===== src/design/wmv_pkg.sv =====
`timescale 1ns / 1ps

package wmv_pkg;

  // Queue between the accumulator and the result engine, in completed runs.
  localparam int QUEUE_DEPTH = 4;
  localparam int QPTR_W      = $clog2(QUEUE_DEPTH);
  localparam int QCNT_W      = $clog2(QUEUE_DEPTH + 1);

  // Restoring divider: one quotient bit per cycle.
  localparam int DIV_NUM_W = 96;
  localparam int DIV_DEN_W = 64;
  localparam int DIV_STEPS = DIV_NUM_W;
  localparam int DIV_CNT_W = $clog2(DIV_STEPS);

  localparam logic [15:0] DOF_RESET = 16'd256;

  localparam logic [1:0] CNT_NONE = 2'd0;
  localparam logic [1:0] CNT_MEAN = 2'd1;
  localparam logic [1:0] CNT_BOTH = 2'd2;

  // Sums of one finished run.
  typedef struct packed {
    logic [31:0] w;
    logic [47:0] s1;
    logic [63:0] s2;
  } sums_t;

  typedef struct packed {
    logic              valid;
    logic [QCNT_W-1:0] count;
  } qstat_t;

  typedef struct packed {
    logic                 start;
    logic [DIV_NUM_W-1:0] num;
    logic [DIV_DEN_W-1:0] den;
  } div_req_t;

  typedef struct packed {
    logic                 done;
    logic [DIV_NUM_W-1:0] quo;
  } div_rsp_t;

endpackage


===== src/design/wmv_div.sv =====
`timescale 1ns / 1ps

module wmv_div (
  input  logic              clk,
  input  logic              rst_n,
  input  wmv_pkg::div_req_t req,
  output wmv_pkg::div_rsp_t rsp
);

  logic                            busy_r;
  logic                            done_r;
  logic [wmv_pkg::DIV_CNT_W-1:0]   cnt_r;
  logic [wmv_pkg::DIV_DEN_W-1:0]   rem_r;
  logic [wmv_pkg::DIV_DEN_W-1:0]   den_r;
  logic [wmv_pkg::DIV_NUM_W-1:0]   nq_r;
  logic [wmv_pkg::DIV_DEN_W:0]     shifted;
  logic [wmv_pkg::DIV_DEN_W+1:0]   diff;
  logic                            ge;

  // Dividend bits shift out of the top of nq_r while quotient bits shift in.
  assign shifted = {rem_r, nq_r[wmv_pkg::DIV_NUM_W-1]};
  assign diff    = {1'b0, shifted} - {2'b0, den_r};
  assign ge      = !diff[wmv_pkg::DIV_DEN_W+1];

  assign rsp.done = done_r;
  assign rsp.quo  = nq_r;

  always_ff @(posedge clk) begin
    if (req.start) begin
      rem_r <= '0;
      den_r <= req.den;
      nq_r  <= req.num;
    end else if (busy_r) begin
      rem_r <= ge ? diff[wmv_pkg::DIV_DEN_W-1:0] : shifted[wmv_pkg::DIV_DEN_W-1:0];
      nq_r  <= {nq_r[wmv_pkg::DIV_NUM_W-2:0], ge};
    end
  end

  always_ff @(posedge clk) begin
    if (!rst_n) begin
      busy_r <= 1'b0;
      done_r <= 1'b0;
      cnt_r  <= '0;
    end else begin
      done_r <= 1'b0;
      if (req.start) begin
        busy_r <= 1'b1;
        cnt_r  <= '0;
      end else if (busy_r) begin
        if (cnt_r == wmv_pkg::DIV_CNT_W'(wmv_pkg::DIV_STEPS - 1)) begin
          busy_r <= 1'b0;
          done_r <= 1'b1;
        end else begin
          cnt_r <= cnt_r + 1'b1;
        end
      end
    end
  end

endmodule


===== config.mk =====
export PLATFORM = sky130hd
export DESIGN_NAME = wmv_div
export DESIGN_NICKNAME = d
export VERILOG_FILES = /design/src/design/wmv_pkg.sv /design/src/design/wmv_div.sv
export SDC_FILE = /design/constraint.sdc
export NUM_CORES = 1
export LEC_CHECK = 0
export BUFFER_PORTS_ARGS = -buffer_cell sky130_fd_sc_hd__buf_2
export CAP_MARGIN = 20
export CORE_ASPECT_RATIO = 1.75
export CORE_MARGIN = 4
export CORE_UTILIZATION = 51
export CTS_CLUSTER_DIAMETER = 200
export CTS_CLUSTER_SIZE = 12
export DETAILED_ROUTE_END_ITERATION = 8
export GPL_TIMING_DRIVEN = 0
export PLACE_DENSITY_LB_ADDON = 0.05
export SLEW_MARGIN = 40
export SYNTH_ARGS = -nofsm -noshare
export SYNTH_HDL_FRONTEND = slang
export SYNTH_SLANG_ARGS = --single-unit

===== constraint.sdc =====
create_clock -name clk -period 3 [get_ports clk]
set_clock_uncertainty 0.05 [all_clocks]
set_input_delay 0.15 -clock clk [delete_from_list [all_inputs] [get_ports clk]]
set_output_delay 0.15 -clock clk [all_outputs]
set_load 0.005 [all_outputs]

# ---- After elaboration in Yosys (flattened, before gate mapping)
# Index checks and enable logic that the tools add are counted.
dict set report totals {
  register_bits 233
  input_bits 163
  output_inout_bits 97
  word_cells 24
}
dict set report op_classes {
  add_sub_neg 2
  eq_ne 1
  mux 7
  bitwise_logic 3
  n_reduce_logical 5
}
# operator n
set ops {}
lappend ops {{$mux 96} 2}
lappend ops {{$sub 65x64->66} 1}
lappend ops {{$mux 64} 1}
lappend ops {{$add 7x1->7 const B} 1}
lappend ops {{$eq 7x7->1 const B} 1}
lappend ops {{$mux 1} 4}
lappend ops {{$not 1->1} 3}
lappend ops {{$reduce_or 3->1} 1}
lappend ops {{$reduce_and 2->1} 1}
lappend ops {{$reduce_bool 2->1} 1}
lappend ops {{$reduce_or 2->1} 1}
lappend ops {{$logic_not 1->1} 1}

# ---- Logic depth before layout (Yosys ltp)
# Gate-level depths: netlist of the first run.
dict set report depth {
  depth_word 4
  mapped_depth 15
  mapped_depth_nobuf 14
}

# ---- Worst setup path after synthesis of the first run
# Ideal clock, no wire load.
dict set report synth_path {
  path_kind {register to register}
  startpoint {reg nq_r[95] in the netlist's numbering}
  endpoint {reg rem_r[58] in the netlist's numbering}
  setup_time_ns 0.088
  arrival_ns 3.222
  required_ns 2.862
  slack_ns -0.360
  path_stages_with_launch 15
  n_path_buf 0
  synth_period_minus_slack_ns 3.360
  path_cell_list {edfxtp_1 -> inv_1 -> ha_1 -> inv_1 -> fa_1 -> a211oi_1 -> nor3_1 -> o31ai_1 -> or4_4 -> a2111o_1 -> a21bo_1 -> nor2b_4 -> o21ai_1 -> a311o_1 -> a311oi_2}
}
dict set report synth_via {
  elab_chain_len 2
}
# element line_no
set synth_rtl {}
lappend synth_rtl {{from (decl)} wmv_div.sv:15} ;# logic [wmv_pkg::DIV_NUM_W-1:0] nq_r;
lappend synth_rtl {{from (signal assigned)} wmv_div.sv:32} ;# nq_r <= req.num;
lappend synth_rtl {{from (signal assigned)} wmv_div.sv:35} ;# nq_r <= {nq_r[wmv_pkg::DIV_NUM_W-2:0], ge};
lappend synth_rtl {{$sub 65x64->66} wmv_div.sv:22} ;# assign diff = {1'b0, shifted} - {2'b0, den_r};
lappend synth_rtl {{$mux 64} wmv_div.sv:34} ;# rem_r <= ge ? diff[wmv_pkg::DIV_DEN_W-1:0] : shifted[wmv_pkg::DIV_DEN_W-1:0];
lappend synth_rtl {{to (signal assigned)} wmv_div.sv:34}
lappend synth_rtl {{to (decl)} wmv_div.sv:13} ;# logic [wmv_pkg::DIV_DEN_W-1:0] rem_r;
# Every way passes these cells.
# A chain may end at the register's enable or synchronous reset.

# ---- Final worst setup path of the first run
dict set report layout_path {
  startpoint {reg den_r[1] in the netlist's numbering}
  endpoint {reg rem_r[19] in the netlist's numbering}
}
dict set report layout_via {
  elab_chain_len 2
}
# element line_no
set layout_rtl {}
lappend layout_rtl {{from (decl)} wmv_div.sv:14} ;# logic [wmv_pkg::DIV_DEN_W-1:0] den_r;
lappend layout_rtl {{from (signal assigned)} wmv_div.sv:31} ;# den_r <= req.den;
lappend layout_rtl {{$sub 65x64->66} wmv_div.sv:22}
lappend layout_rtl {{$mux 64} wmv_div.sv:34}
# Every way passes these cells.

==> impl_metrics.csv, run 1 <==
group,metric,value,unit
die,core,25400,um2
drt,drt_first_iter_violations,764,
pwr,max-vdd-ir-drop,0.533,mV
drt,drc,0,
synth,synth-edff-count,160,
place,numPortBuffers,259,
synth,synthesis.nets,1539,
drt,avgRoutedWirePerCell,20.8,um
drt,drt-total-wl,44.6,mm
place,place_worst_setup_slack,-1.20,ns
global_routing,grt_pass1_wl,67.3,mm
drt,dr_total_vias,12400,
critical_path,slowest_stage,"a2111oi_4",
critical_path,cp_max_fo,6,
drt,drt_pass1_iterations,6,
drt,vias_per_cell,5.80,
global_routing,grt.total_usage,29.5,%
pwr,clkPwrFrac,27.0,%
cells_and_area,final_net_count,2040,
synth,syn_area_per_cell,10.1,um2
clock_tree,cts_tree,"built",
pwr,power_switching,3.31,mW
cells_and_area,multiInputGateArea,7500,um2
clock_tree,clk_pin_slew,0.07,ns
critical_path,cp.required,3.38,ns
timing,timing.fmax,269,MHz
pwr,power,10.1,mW
synth,yosysWarnings,0,
pwr,power.internal,6.80,mW
clock_tree,cts_max_path_buffers,3,
critical_path,worstPathArrival,4.10,ns
pwr,switching_share,32.7,%
critical_path,crit_top_cell,"buf_6",
place,dpl.hpwl,29.3,mm
timing,finalHoldViolCount,0,
critical_path,critPathCaptureType,"flop",
timing,grt_setup_unrepaired,"yes",
timing,layout_setup_ws,-0.718,ns
synth,synth_cells,1310,
status,violations,"negative setup slack",
clock_tree,cts_root_buf,"clkbuf_16",
timing,worst_pin_slew,0.854,ns
die,std_cell_rows,77,
timing,worst_hold_slack,0.0223,ns
timing,min_period,3.72,ns
clock_tree,cts_inserted_buffers,23,
clock_tree,clock_sinks,233,
critical_path,critPathLaunchType,"flop",
cells_and_area,fillers,1774,
synth,async_reset_ff_share,0,%
synth,synth_cell_types,74,
critical_path,cp_slowest_stage_delay,0.44,ns
pwr,combPwrFrac,33.7,%
status,status,"finished with violations",
die,pin_count,260,
clock_tree,htree_levels,1,
global_routing,grt_pass1_vias,13000,
die,initial_core_util,52.2,%
synth,ys.flop_type,"edfxtp_1",
critical_path,crit_type,"reg2reg",
pwr,power_leakage,8.04,nW
timing,setup_viol,65,
critical_path,crit_chain,"inv_2 > ha_4 > nor2b_4 > o31a_1 > buf_6 > o21ai_4 > a2111oi_4 > o211ai_1 > buf_4 > a2111oi_4 > o211ai_2 > nand2_4 > buf_6 > buf_6 > buf_8 > nand2_4 > a311oi_2",
cells_and_area,sequential_cell_area,6270,um2
timing,maxSlewViolCount,0,
timing,slew_headroom,43.1,%
run,max-cap-violations,0,
worst_hold_path,hp-class,"in2reg",
cells_and_area,drive_above_1_share,35.5,%
die,dieWidth,130,um
place,finalWeightedCongestion,0.991,
synth,ys_ff_latch,233,
global_routing,grt_max_degree,41,
die,die_h,221,um
cells_and_area,syn2layout_area_growth,45.1,%
synth,ys_seq_area_share,47.2,%
timing,period_share,124,%
clock_tree,clk_latency,0.54,ns
pwr,p_seq_share,39.3,%
die,fp.dieArea,28800,um2
drt,ant_nets,0,
global_routing,antenna_found_initial,1,
global_routing,grt_overflow_total,0,
synth,synth_area,13300,um2
pwr,p_per_area,525,nW/um2
[cells in the mapped netlist (7+ instances only)]
cell type  instances  area share [%]
edfxtp_1         160              36
nand2_1          160             4.5
a21oi_1          101             3.8
nor2_1           100             2.8
mux2_2            97             8.2
inv_1             86             2.4
dfxtp_1           73              11
ha_1              65             6.1
clkbuf_1          55             1.6
o21ai_0           46             1.7
a311oi_1          44             2.9
a21o_1            40             2.3
xnor2_1           30             2.0
nand4_1           23             1.1
xor2_1            22             1.5
o21bai_1          18             1.0
nor3_1            16            0.60
nand3_1           14            0.53
a211oi_1          12            0.68
o211ai_1          12            0.68
o21a_1            11            0.62
o31ai_1           11            0.62
or3_1              8            0.38
buf_2              7            0.26
[registers in the layout (all words and copies together) (netlist names)]
signal,flops
busy_r,1
nq_r,96
cnt_r,7
den_r,64
rem_r,64
done_r,1
[cells in the final DEF, fill, tap and decap left out, drive strengths merged, types with 65 or more instances in the layout]
cell type | Yosys | final
nor2 | 101 | 102
inv | 86 | 87
edfxtp | 160 | 160
nand2 | 161 | 161
a21oi | 102 | 102
ha | 65 | 65
mux2 | 98 | 98
clkbuf | 56 | 95
buf | 11 | 326
dlygate4sd3 | 0 | 161
dfxtp | 73 | 73
[area by class of cell]
cell class                      instances  area share, %
Antenna cell                            1         0.0130
Buffer                                 62           2.12
Clock buffer                           40           3.32
Clock inverter                          2         0.0909
Inverter                               86           1.69
Multi-Input combinational cell        925           38.9
Sequential cell                       233           32.5
Tap cell                              316           2.05
Timing Repair Buffer                  480           19.3
[per-layer routing]
layer,routed length [um],part of all wire [%],GRT usage (%),vias up
met3,2360,5.3,4.75,161
li1,-,-,-,5832
met2,23900,54,54.6,489
met5,0,0,0,-
met1,15400,35,30.1,5960
met4,2940,6.6,17.7,0
[worst max-delay path, delay by kind of cell, from the launching register on]
family          cells  cell delay (ns)
flops               1             0.35
buf+inv             6             0.79
simple gates        3             0.39
compound gates      7             1.77
fa+ha+maj           1             0.25
[power groups by stage]
stage / registers [mW] / logic [mW] / clock network [mW]
after detailed placement: 4.01 / 2.31 / 0
after CTS: 3.96 / 2.98 / 2.78
after global placement: 4.02 / 2.25 / 0
after floorplan: 3.99 / 1.53 / 0
after global routing: 4.00 / 3.64 / 2.87
final: 3.97 / 3.41 / 2.73
[cell families after synthesis]
logic type      share of synthesized area (%)
buf+inv                                  4.49
simple gates                             12.0
xor+xnor                                 3.43
fa+ha+maj                                6.28
mux                                      8.76
flops                                    47.2
compound gates                           17.8
[metrics by stage]
stage               TNS (ns)  area [um2]  util (%)  std cells
floorplan             -0.630       13400         -       1310
detailed placement    -81.86       15200      59.7       1890
global route          -42.18       19300      75.8       2145
finish                -35.99       19300      75.8       2145
CTS                   -30.53       18500      72.7       2134
global placement     -220.27       15100      59.2       1885
[worst paths after layout]
kind / startpoint / to / slack, ns / cells after the start
max: den_r[1] / rem_r[19] / -0.72 / 17
min: req[160] / den_r[14] / 0.02 / 1
max reg2reg: den_r[1] / rem_r[19] / -0.72 / 17
min reg2reg: cnt_r[6] / cnt_r[6] / 0.44 / 2
[what timing repair did]
item / 4_1_cts / 5_1_grt
endpoints found under the setup margin: 65 / 65
hold buffers: 161 / 0
hold endpoints to repair: 161 / 0
pin swaps: 65 / 59
gates cloned: 9 / 2
gates resized for setup: 138 / 145
setup buffers: 34 / 16
Note: power is estimated with default switching activity, not from simulation.
==> run 2, diff against run 1 <==
--- a/config.mk
+++ b/config.mk
@@ -9,7 +9,7 @@
 export CAP_MARGIN = 20
 export CORE_ASPECT_RATIO = 1.75
 export CORE_MARGIN = 4
-export CORE_UTILIZATION = 51
+export CORE_UTILIZATION = 56
 export CTS_CLUSTER_DIAMETER = 200
 export CTS_CLUSTER_SIZE = 12
 export DETAILED_ROUTE_END_ITERATION = 8
==> constraint.sdc (replaced) <==
create_clock -name clk -period 3.7 [get_ports clk]
set_clock_uncertainty 0.05 [all_clocks]
set_input_delay 0.185 -clock clk [delete_from_list [all_inputs] [get_ports clk]]
set_output_delay 0.185 -clock clk [all_outputs]
set_load 0.005 [all_outputs]
==> impl_metrics.csv, run 2 (synthesized netlist as in run 1, its figures left out) <==
group,metric,value,unit
status,status,"finished, final reports clean",
global_routing,antenna_found_initial,1,
pwr,power_leakage,7.40,nW
cells_and_area,fin_util,75.8,%
drt,ant_nets,0,
critical_path,crit_chain,"ha_1 > nor2b_4 > o31a_1 > o21ai_4 > a2111oi_4 > o211ai_1 > a2111oi_4 > buf_4 > o211a_4 > nor2_4 > buf_4 > or3_4 > a311oi_2",
drt,vias_per_cell,5.80,
drt,drt_pass1_iterations,8,
place,dpl.hpwl,28.5,mm
critical_path,cp-startpoint,"rem_r[0]",
drt,drt-total-wl,42.2,mm
pwr,p_seq_share,42.7,%
cells_and_area,reg_top3,"nq_r: 96 flops, den_r: 64 flops, rem_r: 64 flops",
place,numPortBuffers,259,
critical_path,crit_end,"rem_r[57]",
pwr,combPwrFrac,28.5,%
critical_path,path_buf_inv,2,
critical_path,crit_type,"reg2reg",
die,dieWidth,124,um
timing,maxSlewViolCount,0,
die,die_h,212,um
critical_path,reg2reg_depth,13,
timing,setup_viol,0,
cells_and_area,layout_common_cells,"buf_2, dlygate4sd3_1, edfxtp_1",
pwr,switching_share,31.3,%
clock_tree,clk_latency,0.54,ns
timing,timing.fmax,273,MHz
drt,drc,0,
timing,worst_pin_slew,0.738,ns
die,fp.dieArea,26300,um2
clock_tree,cts_inserted_buffers,23,
global_routing,grt_pass1_vias,12700,
pwr,max-vdd-ir-drop,0.377,mV
clock_tree,clk_pin_slew,0.07,ns
run,max-cap-violations,0,
cells_and_area,largest_reg_flops,96,
timing,finalHoldViolCount,0,
clock_tree,htree_levels,1,
pwr,p_per_area,426,nW/um2
place,finalWeightedCongestion,0.983,
die,std_cell_rows,74,
cells_and_area,syn2layout_area_growth,33.3,%
cells_and_area,layout_commonest_cell,"buf_2",
cells_and_area,fillers,1616,
critical_path,r2r_setup_slack,0.04,ns
cells_and_area,final_net_count,1999,
place,place_area,15000,um2
critical_path,slowest_stage,"a2111oi_4",
die,pin_count,260,
drt,dr_total_vias,12100,
timing,min_period,3.66,ns
clock_tree,cts_root_buf,"clkbuf_16",
critical_path,crit_family,"compound AO/OA/AOI/OAI gates",
critical_path,cp.required,4.10,ns
critical_path,cp_slowest_stage_delay,0.52,ns
critical_path,critPathCaptureType,"flop",
global_routing,grt_max_degree,53,
timing,period_share,98.9,%
pwr,power,7.54,mW
place,place_worst_setup_slack,-0.609,ns
cells_and_area,design_area,17700,um2
critical_path,cp_max_fo,8,
die,initial_core_util,56.9,%
clock_tree,cts_tree,"built",
pwr,clkPwrFrac,28.8,%
timing,grt_setup_unrepaired,"yes",
drt,drt_first_iter_violations,812,
critical_path,worstPathArrival,4.06,ns
timing,worst_hold_slack,0.0984,ns
critical_path,timing.rr.start,"rem_r[0]",
pwr,power.internal,5.18,mW
global_routing,grt_overflow_total,0,
global_routing,grt.total_usage,30.7,%
worst_hold_path,hp-class,"in2reg",
critical_path,critPathLaunchType,"flop",
clock_tree,clock_sinks,233,
global_routing,grt_pass1_wl,65.2,mm
cells_and_area,top_register,"nq_r",
cells_and_area,drive_above_1_share,26.5,%
pwr,power_switching,2.36,mW
critical_path,worst-path-stages,13,
drt,avgRoutedWirePerCell,20.2,um
clock_tree,cts_max_path_buffers,3,
timing,layout_setup_ws,0.0411,ns
critical_path,timing.rr.end,"rem_r[57]",
die,core,23300,um2
timing,slew_headroom,50.8,%
-- run 2: changes by cell type in the layout (fill, tap and decap cells not counted), sizes merged --
cell	previous run	this run
clkbuf	95	90
buf	326	290
inv	87	88
nor2	102	101
clkinvlp	1	0
-- run 2: worst min-delay path by stage --
| stage | cells past startpoint | start | end | slack, ns |
|---|---|---|---|---|
| 3_3_place_gp | 1 | req[7] | den_r[7] | 0.31 |
| 2_1_floorplan | 0 | req[0] | den_r[0] | 0.23 |
| 3_5_place_dp | 1 | req[56] | den_r[56] | 0.31 |
| 4_1_cts | 1 | req[160] | den_r[24] | 0.08 |
| 5_1_grt | 1 | req[160] | den_r[24] | 0.09 |
| 6_report | 1 | req[160] | den_r[24] | 0.1 |
-- run 2: per-layer routing --
metal / up-vias / routed length (um) / track usage [%]
met2: 498 / 22800 / 58.7
met5: - / 0 / 0
met1: 5744 / 14700 / 31.8
li1: 5738 / - / -
met4: 0 / 2450 / 16.8
met3: 148 / 2250 / 4.65
-- run 2: stage by stage --
step                      instances  TNS [ns]
after floorplan                1310         0
after global placement         1873   -216.26
after detailed placement       1875    -20.01
after CTS                      2081         0
after global routing           2091    -0.131
final                          2091         0
-- run 2: power by group through the flow --
| stage | sequential (mW) | combinational [mW] | clock, mW |
|---|---|---|---|
| 2_1_floorplan | 3.23 | 1.22 | 0 |
| 3_3_place_gp | 3.26 | 1.78 | 0 |
| 3_5_place_dp | 3.25 | 1.82 | 0 |
| 4_1_cts | 3.20 | 2.00 | 2.20 |
| 5_1_grt | 3.24 | 2.34 | 2.29 |
| 6_report | 3.22 | 2.15 | 2.17 |
-- run 2: worst register-to-register path, cell delays in order, from the launching register on --
cell and delay, ns:
dfxtp_1 0.35, ha_1 0.30, nor2b_4 0.13, o31a_1 0.25, o21ai_4 0.11, a2111oi_4 0.38, o211ai_1 0.26, a2111oi_4 0.53
buf_4 0.19, o211a_4 0.19, nor2_4 0.08, buf_4 0.14, or3_4 0.37, a311oi_2 0.25
-- run 2: cell type report --
type	count	area [um2]	share of cell area (%)
Multi-Input combinational cell	924	6650	37.6
Sequential cell	233	6270	35.4
Buffer	62	323	1.82
Antenna cell	1	2.50	0.0141
Clock buffer	39	636	3.59
Timing Repair Buffer	440	3090	17.5
Tap cell	304	380	2.15
Inverter	86	328	1.85
Clock inverter	2	17.5	0.0990
-- run 2: what timing repair did --
item | 4_1_cts | 5_1_grt
gates resized for setup | 22 | 57
pin swaps | 5 | 15
endpoints found under the setup margin | 65 | 61
hold endpoints to repair | 161 | 0
hold buffers | 161 | 0
setup buffers | 4 | 14
